`src/rtl/assert_macros.svh`:
```
// Assertion helpers used by the RTL.
`ifndef ASSERT_MACROS_SVH
`define ASSERT_MACROS_SVH

`ifndef SYNTH

// Same-cycle implication.
`define ASSERT_IMPLIES(label, clk, rst_n, ante, cons) \
	label: assert property (@(posedge clk) disable iff (!(rst_n)) (ante) |-> (cons)) \
		else $error("assertion failed: same-cycle implication");

// Next-cycle implication.
`define ASSERT_NEXT(label, clk, rst_n, ante, cons) \
	label: assert property (@(posedge clk) disable iff (!(rst_n)) (ante) |=> (cons)) \
		else $error("assertion failed: next-cycle implication");

`else

`define ASSERT_IMPLIES(label, clk, rst_n, ante, cons)
`define ASSERT_NEXT(label, clk, rst_n, ante, cons)

`endif

`endif

```
`src/rtl/utpe_pkg.sv`:
```
package utpe_pkg;

	localparam int unsigned MaxRes = 6;
	localparam int unsigned CntW   = $clog2(MaxRes + 1);
	localparam int unsigned IdxW   = $clog2(MaxRes);

	localparam logic [7:0] ChPercent = 8'h25;
	localparam logic [7:0] ChSpace   = 8'h20;
	localparam logic [7:0] ChTwo     = 8'h32;
	localparam logic [7:0] ChZero    = 8'h30;
	localparam logic [7:0] ChUpperA  = 8'h41;
	localparam logic [7:0] ChNul     = 8'h00;

	typedef struct packed {
		logic [7:0] in_byte;
		logic       end_of_string;
	} utpe_in_t;

	typedef struct packed {
		logic [7:0] out_byte;
		logic       byte_valid;
		logic       run_last;
		logic       string_done;
	} utpe_out_t;

	// All result beats caused by one input beat.
	typedef struct packed {
		logic [MaxRes-1:0][7:0] bytes;
		logic [CntW-1:0]        cnt;
		logic                   marker;
		logic                   eos;
	} utpe_run_t;

	function automatic logic [7:0] hex_digit(input logic [3:0] nib);
		logic [7:0] d;
		if (nib < 4'd10) begin
			d = ChZero + {4'd0, nib};
		end else begin
			d = ChUpperA + {4'd0, nib} - 8'd10;
		end
		return d;
	endfunction

endpackage

```
`src/rtl/utpe_encode.sv`:
```
module utpe_encode (
	input  utpe_pkg::utpe_in_t  item,
	input  logic                seen_text,
	input  logic                pending_space,
	output utpe_pkg::utpe_run_t run,
	output logic                seen_text_next,
	output logic                pending_space_next
);
	import utpe_pkg::*;

	logic [7:0]      b;
	logic            is_ws;
	logic            is_alnum;
	logic            is_punct;
	logic            lead;
	logic [IdxW-1:0] at;
	logic [CntW-1:0] body_n;

	assign b = item.in_byte;

	always_comb begin
		is_ws    = (b >= 8'h09 && b <= 8'h0D) || b == ChSpace;
		is_alnum = (b >= 8'h30 && b <= 8'h39) || (b >= 8'h41 && b <= 8'h5A) ||
		           (b >= 8'h61 && b <= 8'h7A);
		is_punct = !is_alnum && b >= 8'h21 && b <= 8'h7E;
		lead     = pending_space && !is_ws;
		at       = lead ? IdxW'(3) : '0;

		run.bytes  = '0;
		run.marker = 1'b0;
		run.eos    = item.end_of_string;
		body_n     = '0;

		if (lead) begin
			run.bytes[0] = ChPercent;
			run.bytes[1] = ChTwo;
			run.bytes[2] = ChZero;
		end

		// body starts after the collapsed space escape, if any
		if (!is_ws) begin
			if (is_punct) begin
				body_n = CntW'(3);
				run.bytes[at]              = ChPercent;
				run.bytes[at + IdxW'(1)]   = hex_digit(b[7:4]);
				run.bytes[at + IdxW'(2)]   = hex_digit(b[3:0]);
			end else begin
				body_n = CntW'(1);
				run.bytes[at] = is_alnum ? b : ChSpace;
			end
		end

		run.cnt = (lead ? CntW'(3) : CntW'(0)) + body_n;

		// whitespace at the end of a string still owes one empty marker beat
		if (is_ws && item.end_of_string) begin
			run.cnt      = CntW'(1);
			run.marker   = 1'b1;
			run.bytes[0] = ChNul;
		end

		if (item.end_of_string) begin
			seen_text_next     = 1'b0;
			pending_space_next = 1'b0;
		end else if (is_ws) begin
			seen_text_next     = seen_text;
			pending_space_next = pending_space || seen_text;
		end else begin
			seen_text_next     = 1'b1;
			pending_space_next = 1'b0;
		end
	end

endmodule

```
`src/rtl/url_trim_percent_encoder.sv`:
```
// Channel   Beat       Handshake                 Payload
// item      input      item_valid/item_ready     item (utpe_in_t)
// result    output     result_valid/result_ready result (utpe_out_t)
//
// An input beat is classified and encoded combinationally into a run register holding
// 1 to 6 result beats; the run drains one beat a cycle into the output register.
// Sustained rate: one input beat per cycle for single-beat runs; a longer run
// holds item_ready low until its last beat drains (escape 3 beats, pending space +3).
// The drain sets the rate; a low result_ready holds it and item_ready with it.
// Whitespace inside a string produces no beat and loads nothing into the run register.
// Reset clears the run and output valids and the trim state.
`include "assert_macros.svh"

module url_trim_percent_encoder (
	input  logic                 clk,
	input  logic                 arst_n,
	input  logic                 item_valid,
	output logic                 item_ready,
	input  utpe_pkg::utpe_in_t   item,
	output logic                 result_valid,
	input  logic                 result_ready,
	output utpe_pkg::utpe_out_t  result
);
	import utpe_pkg::*;

	utpe_run_t       run_next;
	logic            seen_next;
	logic            pending_next;
	logic            seen_q;
	logic            pending_q;

	utpe_run_t       run_s1;
	logic            run_valid_s1;
	logic [IdxW-1:0] idx_q;

	utpe_out_t       out_q;
	logic            out_valid_q;

	logic            accept;
	logic            load_out;
	logic            last_beat;
	logic            run_done;

	utpe_encode u_encode (
		.item               (item),
		.seen_text          (seen_q),
		.pending_space      (pending_q),
		.run                (run_next),
		.seen_text_next     (seen_next),
		.pending_space_next (pending_next)
	);

	assign load_out   = run_valid_s1 && (!out_valid_q || result_ready);
	assign last_beat  = idx_q == IdxW'(run_s1.cnt - CntW'(1));
	assign run_done   = load_out && last_beat;
	assign item_ready = !run_valid_s1 || run_done;
	assign accept     = item_valid && item_ready;

	always_ff @(posedge clk or negedge arst_n) begin
		if (!arst_n) begin
			seen_q    <= 1'b0;
			pending_q <= 1'b0;
		end else if (accept) begin
			seen_q    <= seen_next;
			pending_q <= pending_next;
		end
	end

	always_ff @(posedge clk or negedge arst_n) begin
		if (!arst_n) begin
			run_valid_s1 <= 1'b0;
			idx_q        <= '0;
		end else begin
			if (accept && run_next.cnt != '0) begin
				run_valid_s1 <= 1'b1;
				idx_q        <= '0;
			end else if (run_done) begin
				run_valid_s1 <= 1'b0;
			end else if (load_out) begin
				idx_q <= idx_q + IdxW'(1);
			end
		end
	end

	always_ff @(posedge clk) begin
		if (accept && run_next.cnt != '0) begin
			run_s1 <= run_next;
		end
	end

	always_ff @(posedge clk or negedge arst_n) begin
		if (!arst_n) begin
			out_valid_q <= 1'b0;
		end else if (load_out) begin
			out_valid_q <= 1'b1;
		end else if (result_ready) begin
			out_valid_q <= 1'b0;
		end
	end

	always_ff @(posedge clk) begin
		if (load_out) begin
			out_q.out_byte    <= run_s1.bytes[idx_q];
			out_q.byte_valid  <= !run_s1.marker;
			out_q.run_last    <= last_beat;
			out_q.string_done <= last_beat && run_s1.eos;
		end
	end

	assign result_valid = out_valid_q;
	assign result       = out_q;

	`ASSERT_IMPLIES(a_run_idx_in_range, clk, arst_n, run_valid_s1, CntW'(idx_q) < run_s1.cnt)
	`ASSERT_IMPLIES(a_pending_needs_text, clk, arst_n, pending_q, seen_q)
	`ASSERT_IMPLIES(a_done_is_run_last, clk, arst_n, out_valid_q && out_q.string_done, out_q.run_last)
	`ASSERT_IMPLIES(a_marker_ends_string, clk, arst_n, out_valid_q && !out_q.byte_valid, out_q.string_done)
	`ASSERT_NEXT(a_eos_clears_state, clk, arst_n, accept && item.end_of_string, !seen_q && !pending_q)

endmodule

```
`config.mk`:
```
export PLATFORM = sky130hd
export DESIGN_NAME = url_trim_percent_encoder
export DESIGN_NICKNAME = d
export VERILOG_FILES = /design/src/rtl/utpe_pkg.sv /design/src/rtl/utpe_encode.sv /design/src/rtl/url_trim_percent_encoder.sv
export VERILOG_INCLUDE_DIRS = /design/src /design/src/rtl
export SDC_FILE = /design/constraint.sdc
export NUM_CORES = 1
export LEC_CHECK = 0
export ABC_AREA = 1
export BUFFER_PORTS_ARGS = -buffer_cell sky130_fd_sc_hd__buf_4
export CAP_MARGIN = 10
export CORE_ASPECT_RATIO = 0.5
export CORE_MARGIN = 2
export CORE_UTILIZATION = 65
export DETAILED_ROUTE_END_ITERATION = 6
export HOLD_SLACK_MARGIN = 0.15
export MAX_ROUTING_LAYER = met4
export PLACE_DENSITY_LB_ADDON = 0.3
export RECOVER_POWER = 25
export SYNTH_ARGS = -nofsm -noshare
export SYNTH_HDL_FRONTEND = slang
export SYNTH_HIERARCHICAL = 1
export SYNTH_SLANG_ARGS = --single-unit
```
`constraint.sdc`:
```
create_clock -name clk -period 5.2 [get_ports clk]
set_input_delay 1.04 -clock clk [delete_from_list [all_inputs] [get_ports clk]]
set_output_delay 1.04 -clock clk [all_outputs]
set_load 0.01 [all_outputs]
```
# Word level (Yosys, flattened, before mapping)

Cells that the tools add are included.

Register bits after elaboration: 71
Logic and storage cells: 124

Add/subtract/negate cells: 11
$lt $le $gt $ge: 19
Equality and inequality tests: 4
Muxes and demuxes: 36
Bitwise logic cells: 3
Reductions and logical operators: 33

Operators by type and width:

| cell                | number |
|---|---|
| $bwmux 48           | 3 |
| $mux 8              | 11 |
| $demux 8 s3         | 3 |
| $mux 48             | 1 |
| $and 15x30->30      | 1 |
| $not 30->30         | 1 |
| $bmux 8 s3          | 1 |
| $le 8x7->1 const B  | 3 |
| $mux 24             | 1 |
| $mux 22             | 1 |
| $or 9x18->18        | 1 |
| $add 7x4->8 const A | 2 |
| $ge 8x6->1 const B  | 2 |
| $ge 8x7->1 const B  | 2 |
| $logic_and 1x1->1   | 16 |
| $lt 3x4->1 const B  | 4 |
| $sub 8x4->8 const B | 2 |
| $add 6x4->7 const A | 2 |
| $mux 3              | 4 |
| $ge 3x1->1 const B  | 3 |
| $eq 8x6->1 const B  | 1 |
| $ge 8x4->1 const B  | 1 |
| $le 8x4->1 const B  | 1 |
| $le 8x6->1 const B  | 1 |
| 16 further kinds    | 38 |

# Logic depth before layout (Yosys ltp)

Gate-level depths: netlist of run 1.

Depth in word-level cells: 16
Mapped depth: 15
Depth with buffers taken out: 15

# Modules after synthesis

Netlist of run 1, hierarchy kept.

By module, submodules not included:

| module                   | instances | cells an instance | area an instance (um^2) | sequential area each (um^2) |
|---|---|---|---|---|
| url_trim_percent_encoder | 1         | 214               | 2,802.7                 | 2,097.0 |
| utpe_encode              | 1         | 182               | 963.4                   | 0.0 |

# Worst setup path before layout of run 1

No wires, ideal clock.

Path kind: input port to flip-flop
From: input item[1] (netlist bit)
To: register run_s1[0] (netlist bit) (enable)
Library setup time: 0.393 ns
Data arrival time: 3.120 ns
Data required time: 4.807 ns
Setup slack: 1.686 ns
Cell stages on the path: 12
Path buffers: 0
Cell sequence: inv_1 ha_1 nand2_1 nand2_1 o21ai_1 nand2_1 nand2_4 inv_2 nand2_2 o21ai_0 nor3_1 nor2_4

RTL lines:

| what                 | RTL line                       | text |
|---|---|---|
| start, declared      | url_trim_percent_encoder.sv:19 | `input utpe_pkg::utpe_in_t item,` |
| end signal, assigned | url_trim_percent_encoder.sv:87 | `run_s1 <= run_next;` |
| end, declared        | url_trim_percent_encoder.sv:32 | `utpe_run_t run_s1;` |

# Worst setup path in the final report of run 1

From: register idx_q[0]
To: output item_ready

Cells in the longest elaborated chain, start to end: 3

Ends and longest elaborated chain:

| what                   | RTL line                       | text |
|---|---|---|
| start, declared        | url_trim_percent_encoder.sv:34 | `logic [IdxW-1:0] idx_q;` |
| start signal, assigned | url_trim_percent_encoder.sv:80 | `idx_q <= idx_q + IdxW'(1);` |
| $eq 3x3->1             | url_trim_percent_encoder.sv:54 | `assign last_beat = idx_q == IdxW'(run_s1.cnt - CntW'(1));` |
| $logic_and 1x1->1      | url_trim_percent_encoder.sv:55 | `assign run_done = load_out && last_beat;` |
| $logic_or 1x1->1       | url_trim_percent_encoder.sv:56 | `assign item_ready = !run_valid_s1 \|\| run_done;` |
| end, declared          | url_trim_percent_encoder.sv:18 | `output logic item_ready,` |

Every way passes these cells.

==> flow_summary.toml, run 1 <==
[status]
status = "complete, but fails checks"
violations = "capacitance limit, slew limit"

[clocking]
post_cts_buffers = 0
postCtsHoldBufs = 0
clock_sinks = 71
clkLatencyLatePin_ns = 0.33
numCtsBuffers = 9
tritoncts = "done"
ctsHtreeMaxLevel = 3
ctsLongestPathBuffers = 2
post_cts_resized = 0
clockRootBuffer = "clkbuf_16"
cts.clk_slew.worst_paths_ns = 0.05

[floorplanning]
ioPinCount = 26
dieHeight_um = 57.83
start_util_pct = 67.99
rows = 19
coreArea_um2 = 5539
die_x_um = 111.6
fp.dieArea_um2 = 6456

[drt]
drc = 0
via_per_inst = 5.900
totalWireLength_mm = 8.897
postRouteAntennaNets = 0
num_vias = 2938
wl_per_cell_um = 17.87
drt_iter0_markers = 383
dr.pass1.iters = 5

[finish]
antenna_cells = 0
fin_area_um2 = 4139
drive_gt1_share_pct = 14.35
final_cell_mix = "nand2_1 (79), edfxtp_1 (64), nor2_1 (53)"
final_common_cell = "nand2_1"
nets = 441
syn2layout_area_growth_pct = 9.900

[sta]
hold_viol = 0
fin_crit_ns = 4.377
finalCritPeriodShare_pct = 84.18
maxSlewViolCount = 18
fmax_ghz = 0.2284
setup_viol = 0
clock_skew_ns = 0.004790
setup_tns_ns = 0
slew_headroom_pct = -16.02
rsz0062_at_grt = "no"
timing.hold.ws_ns = 0.4938
worstMarginPinSlew_ns = 1.740

[global_route]
use_met2_pct = 49.96
grt_pass1_wl_mm = 14.16
use_met3_pct = 9.100
grt-ovfl-total = 0
first_global_vias = 2943
grt_max_degree = 29
use_met1_pct = 36.22
antenna_found_initial = 0
grt.total_usage_pct = 30.40
busiest_layer = "met2"

[yosys]
synth-adder-area-share_pct = 2.658
async_reset_ff_share_pct = 9.859
synth_seq_area_share_pct = 55.68
synth_seq_cells = 71
synth-xor-area-share_pct = 0.4651
synth-edff-count = 64
synth_area_per_cell_um2 = 9.510
yosys_warnings = 6
ys_types = 32
synth_top_family_by_area = "simple AND/OR/NAND/NOR gates"
netlist_area_um2 = 3766
yosys-mux-area-fraction_pct = 0
synth-compound-area-share_pct = 8.638
yosys_most_used_dff = "edfxtp_1"
syn_inst = 396
synth-simple-area-share_pct = 23.75

[placement]
dp_hpwl_mm = 5.992
place_area_um2 = 3934
io_buffers = 25
place_congestion = 0.8932

[power]
max-vdd-ir-drop_mv = 0.4050
p_total_uw = 2022
leakage_uw = 0.001756
power_density_nw_per_um2 = 488.6

[critical_path]
critPathMaxFanout = 28
path_cells = "clkinvlp_2 > nand2_2 > nand2_2 > nor2_4 > nand3_2 > nand2_4 > buf_4"
startpoint_type = "flop"
critPathMaxStageDelay_ns = 1.09
cp.required_ns = 4.16
end_kind = "output pin"
cp.arrival_ns = 3.34
crit_slowest_cell = "clkinvlp_2"
cpMostUsedCell = "nand2_2"
crit_type = "flop to output pin"

[min_path]
hold_path_class = "flop to flop"

[flow_run]
maxCapViolations = 1
[logic make-up after synthesis]
kind of cell / Yosys count
AND/OR/NAND/NOR: 189
flip-flops: 71
buffers and inverters: 67
AO/OA/AOI/OAI: 58
adder cells (fa/ha/maj): 8
XOR/XNOR: 2
other: 1
[synthesized netlist by cell type (3+ instances only)]
library cell / instances / area share [%]
nand2_1: 78 / 7.8
edfxtp_1: 64 / 51
nor2_1: 53 / 5.3
inv_1: 38 / 3.8
o21ai_0: 34 / 4.5
nand3_1: 16 / 2.1
buf_4: 14 / 2.8
nor2_2: 12 / 2.0
a21oi_1: 8 / 1.1
ha_1: 8 / 2.7
o22ai_1: 8 / 1.3
dfrtp_1: 7 / 4.7
nand2_2: 7 / 1.2
nor3_1: 7 / 0.93
buf_2: 5 / 0.66
inv_2: 5 / 0.50
nand4_1: 5 / 0.83
o21ai_1: 5 / 0.66
nand2_4: 3 / 0.90
[registers in the layout, summed over array words and instances, names as in the netlist]
name	count
idx_q	3
pending_q	1
result	11
result_valid	1
run_s1	53
run_valid_s1	1
seen_q	1
[metrics by stage]
stage               setup slack [ns]  cells  utilization [%]
floorplan                      1.686    405                -
global placement               1.115    482            71.02
detailed placement            0.9317    482            71.02
CTS                            1.289    498            75.94
global route                  0.6077    498            74.72
finish                        0.8225    498            74.72
[worst max-delay path, delay by kind of cell, from the launching register on]
kind / cells / cell delay, ns
and+or+nand+nor: 5 / 0.82
buffers and inverters: 2 / 1.24
DFF: 1 / 0.93
[power breakdown]
| part | total [µW] | switching (µW) | internal [µW] |
|---|---|---|---|
| Clock | 558 | 210 | 348 |
| Combinational | 567 | 407 | 161 |
| Sequential | 897 | 84.3 | 812 |
[final timing paths]
path	slack (ns)	startpoint	endpoint	depth (start not counted)
min in group asynchronous	0.60	arst_n	idx_q[1]	1
min reg2reg	0.49	seen_q	seen_q	2
max reg2reg	0.97	idx_q[0]	run_s1[41]	9
min	0.49	seen_q	seen_q	2
max in group asynchronous	4.31	arst_n	pending_q	1
max	0.82	idx_q[0]	item_ready	7
[layer usage]
layer	vias to the layer above	share of wire [%]
li1	1347	-
met1	1390	40
met2	161	48
met3	40	8.0
met4	0	3.3
met5	-	0
[final cells by class]
class / instances / area, µm²
flip-flops and latches: 71 / 2097
fillers: 377 / 1400
multi-input cells: 267 / 1361
clock buffers: 15 / 267.8
inverters: 44 / 166.4
repair buffers: 27 / 150.1
well taps: 73 / 91.34
clock inverters: 1 / 5.005
Note: power is estimated with default switching activity, not from simulation.
==> run 2, diff against run 1 <==
--- a/config.mk
+++ b/config.mk
@@ -11,7 +11,7 @@
 export CAP_MARGIN = 10
 export CORE_ASPECT_RATIO = 0.5
 export CORE_MARGIN = 2
-export CORE_UTILIZATION = 65
+export CORE_UTILIZATION = 55
 export DETAILED_ROUTE_END_ITERATION = 6
 export HOLD_SLACK_MARGIN = 0.15
 export MAX_ROUTING_LAYER = met4
==> constraint.sdc (replaced) <==
create_clock -name clk -period 3.6 [get_ports clk]
set_input_delay 0.72 -clock clk [delete_from_list [all_inputs] [get_ports clk]]
set_output_delay 0.72 -clock clk [all_outputs]
set_load 0.01 [all_outputs]
==> run 2 against run 1 <==
The flow now finishes without violations. Die area up 17%. Clock skew up 0.0041 ns. Largest cell class unchanged. Critical path depth unchanged. Largest power group unchanged. Combinational power up 48%.
==> flow_summary.toml, run 2 (synthesis gave the netlist of run 1 again) <==
[status]
status = "completed"

[sta]
clock_skew_ns = 0.008856
setup_viol = 0
fmax_ghz = 0.3383
hold_viol = 0
slew_headroom_pct = 33.19
timing.hold.ws_ns = 0.2872
rsz0062_at_grt = "no"
worstMarginPinSlew_ns = 1.002
maxSlewViolCount = 0
fin_crit_ns = 2.956
finalCritPeriodShare_pct = 82.11
setup_tns_ns = 0

[finish]
syn2layout_area_growth_pct = 11.99
n_fill_cell = 535
instances_no_fill = 520
final_cell_mix = "nand2_1 (78), edfxtp_1 (64), nor2_1 (53)"
largest-register = "run_s1"
final_common_cell = "nand2_1"
antenna_cells = 0
largest_reg_flops = 53
fin_area_um2 = 4218
multi_input_area_um2 = 1375
seq_area_um2 = 2097
drive_gt1_share_pct = 15.42
nets = 444

[power]
leakage_uw = 0.001783
power_density_nw_per_um2 = 702.5
max-vdd-ir-drop_mv = 0.3303

[floorplanning]
rows = 21
start_util_pct = 56.65
die_x_um = 121.0
ioPinCount = 26
coreArea_um2 = 6648
fp.dieArea_um2 = 7566
dieHeight_um = 62.52

[drt]
drc = 0
postRouteAntennaNets = 0
wl_per_cell_um = 16.53
dr.pass1.iters = 5
via_per_inst = 5.458
num_vias = 2838
drt_iter0_markers = 403
totalWireLength_mm = 8.596

[critical_path]
critPathMaxStageDelay_ns = 0.75
crit_slowest_cell = "clkbuf_1"
critPathMaxFanout = 17
r2r_end = "run_s1[34]"
ff2ff_path_depth = 8
path_cells = "clkbuf_4 > inv_1 > a21oi_4 > clkbuf_1 > nand3_2 > nand2_4 > buf_4"
end_kind = "output pin"
startpoint_type = "input port"
r2r-start = "run_valid_s1"
cp.arrival_ns = 2.24
crit_type = "input port to output pin"
regToRegSetupSlack_ns = 1.13
cp.required_ns = 2.88

[flow_run]
maxCapViolations = 0

[placement]
dp_hpwl_mm = 5.720
place_congestion = 0.8649
place_area_um2 = 3993
dp.cells = 504
io_buffers = 25

[clocking]
clkLatencyLatePin_ns = 0.33
post_cts_resized = 0
post_cts_buffers = 0
tritoncts = "done"
clockRootBuffer = "clkbuf_16"
postCtsHoldBufs = 0
clock_sinks = 71
numCtsBuffers = 9
ctsHtreeMaxLevel = 3
ctsLongestPathBuffers = 2
cts.clk_slew.worst_paths_ns = 0.05

[global_route]
grt-ovfl-total = 0
antenna_found_initial = 0
grt_pass1_wl_mm = 13.92
grt.total_usage_pct = 25.33
grt_max_degree = 43
first_global_vias = 2768

[min_path]
hold_path_class = "input port to async pin"
run 2: metal layers:
metal	vias up	GRT usage (%)	wire, µm
li1	1348	-	-
met1	1357	32.87	3524
met2	126	41.01	4280
met3	7	6.387	707
met4	0	4.942	84
met5	-	-	0
run 2: final cells by class:
class / count / share of cell area, %
Multi-Input combinational cell: 267 / 32.60
Tap cell: 92 / 2.729
Timing Repair Buffer: 30 / 4.301
Inverter: 44 / 3.975
Clock buffer: 11 / 5.518
Sequential cell: 71 / 49.72
Clock inverter: 5 / 1.157
run 2: stage by stage:
stage	worst slack (ns)	utilization [%]	power, µW
floorplan	0.4063	-	1854
global placement	0.6234	60.06	2122
detailed placement	0.5004	60.06	2165
CTS	0.8395	64.30	3019
global route	0.5207	63.45	3123
finish	0.6441	63.45	2963
run 2: where the power goes:
| group | internal, µW | switching, µW |
|---|---|---|
| clock | 530 | 313 |
| sequential | 1170 | 112 |
| combinational | 252 | 585 |
run 2: worst max-delay path, delay by kind of cell:
kind	cells	cell delay [ns]
buf+inv	4	1.05
simple gates	2	0.36
compound gates	1	0.11
run 2: worst max-delay path by stage:
stage | slack (ns) | from | end
5_1_grt | 0.52 | result_ready | item_ready
6_report | 0.64 | result_ready | item_ready
4_1_cts | 0.84 | idx_q[1] | item_ready
3_5_place_dp | 0.50 | item[1] | run_s1[52]
3_3_place_gp | 0.62 | item[1] | run_s1[12]
2_1_floorplan | 0.41 | item[1] | run_s1[0]
==> run 3, diff against run 2 <==
==> constraint.sdc (replaced) <==
create_clock -name clk -period 2.43 [get_ports clk]
set_input_delay 0.486 -clock clk [delete_from_list [all_inputs] [get_ports clk]]
set_output_delay 0.486 -clock clk [all_outputs]
set_load 0.01 [all_outputs]
==> run 3 against run 2 <==
Utilization grew 2.8 points. First-iteration DRC count fell by 29%. Sequential power is 44% higher. Clock power grew 41%. Register-to-register slack lost 0.80 ns. Setup slack worse by 0.47 ns. Combinational power grew 58%. Die area stayed put. Via count grew 1.3%. Highest routed layer unchanged.
==> flow_summary.toml, run 3 (synthesis gave the netlist of run 1 again) <==
[critical_path]
startpoint_type = "flop"
path_cells = "inv_1 > ha_1 > inv_1 > nand2_1 > nand2_1 > nor2_4 > nand3_2 > nand2_4 > buf_4"
cp.required_ns = 1.94
critPathMaxStageDelay_ns = 0.39
crit_slowest_cell = "edfxtp_1"
end_kind = "output pin"
crit_type = "flop to output pin"
cp.arrival_ns = 1.77
critPathMaxFanout = 6

[finish]
syn2layout_area_growth_pct = 17.01
n_fill_cell = 519
nets = 456
antenna_cells = 0
multi_input_area_um2 = 1460
largest-register = "run_s1"
fin_util_pct = 66.29
largest_reg_flops = 53
final_common_cell = "nand2_1"
seq_area_um2 = 2097
final_cell_mix = "nand2_1 (76), edfxtp_1 (64), nor2_1 (53)"
instances_no_fill = 532
fin_area_um2 = 4407
drive_gt1_share_pct = 20.91

[global_route]
use_met3_pct = 6.204
antenna_found_initial = 0
busiest_layer = "met2"
first_global_vias = 2919
grt_pass1_wl_mm = 13.97
use_met1_pct = 30.66
grt_max_degree = 31
grt.total_usage_pct = 24.75
grt-ovfl-total = 0
use_met2_pct = 40.24

[sta]
worstMarginPinSlew_ns = 0.8948
slew_headroom_pct = 40.35
hold_viol = 0
fmax_ghz = 0.4432
finalCritPeriodShare_pct = 92.86
setup_viol = 0
rsz0062_at_grt = "no"
clock_skew_ns = 0.006933
fin_crit_ns = 2.256
maxSlewViolCount = 0

[clocking]
clock_sinks = 71
ctsHtreeMaxLevel = 3
postCtsHoldBufs = 1
cts.clk_slew.worst_paths_ns = 0.06
numCtsBuffers = 9
clockRootBuffer = "clkbuf_16"
tritoncts = "done"
post_cts_buffers = 0
ctsLongestPathBuffers = 2
clkLatencyLatePin_ns = 0.33
post_cts_resized = 0

[power]
leakage_uw = 0.001829
p_total_uw = 4350
max-vdd-ir-drop_mv = 0.4656
power_density_nw_per_um2 = 987.1

[drt]
drc = 0
postRouteAntennaNets = 0
totalWireLength_mm = 8.196
num_vias = 2875
drt_iter0_markers = 288
via_per_inst = 5.404
wl_per_cell_um = 15.41
dr.pass1.iters = 5

[placement]
place_congestion = 0.9943
place_area_um2 = 4198
dp.cells = 515
dp_hpwl_mm = 5.887
io_buffers = 25

[floorplanning]
fp.dieArea_um2 = 7566
die_x_um = 121.0
dieHeight_um = 62.52
coreArea_um2 = 6648
rows = 21
ioPinCount = 26
start_util_pct = 56.65

[flow_run]
maxCapViolations = 0

[status]
status = "completed"

[min_path]
hold_path_class = "input port to flop"
## run 3: stage by stage
stage,hold slack (ns),setup TNS [ns],worst slack [ns]
final,0.4144,0,0.1735
after CTS,0.3643,0,0.1648
after detailed placement,0.3080,-0.1204,-0.005328
after floorplan,0.1904,-15.66,-0.2925
after global routing,0.4455,0,0.08909
after global placement,0.3081,0,0.06152
## run 3: path summary, 6_finish.rpt
path | from | to | slack [ns] | depth (start not counted)
setup / recovery | run_s1[2] | item_ready | 0.17 | 9
hold / removal | result_ready | result_valid | 0.41 | 4
setup reg to reg | run_s1[2] | run_s1[36] | 0.33 | 11
hold reg to reg | pending_q | pending_q | 0.50 | 2
max in group asynchronous | arst_n | pending_q | 1.54 | 2
min in group asynchronous | arst_n | idx_q[2] | 0.59 | 2
## run 3: where the power goes
group	internal (µW)	switching, µW
Sequential	1740	107
Combinational	424	896
Clock	689	499
Total	2850	1500
## run 3: final cells by class
cell class,count,area share [%]
flip-flops and latches,71,47.59
multi-input cells,267,33.13
repair buffers,42,6.417
clock buffers,9,5.111
inverters,44,4.060
well taps,92,2.612
clock inverters,7,1.079
## run 3: critical path, delay by kind of cell, from the launching register on
family	cells	cell delay, ns
adder cells (fa/ha/maj)	1	0.31
flip-flops	1	0.39
buffers and inverters	3	0.27
AND/OR/NAND/NOR	5	0.48
## run 3: routing by layer
metal	vias to the layer above	share of wire [%]
li1	1375	-
met1	1371	43
met2	113	49
met3	16	6.3
met4	0	1.9
met5	-	0
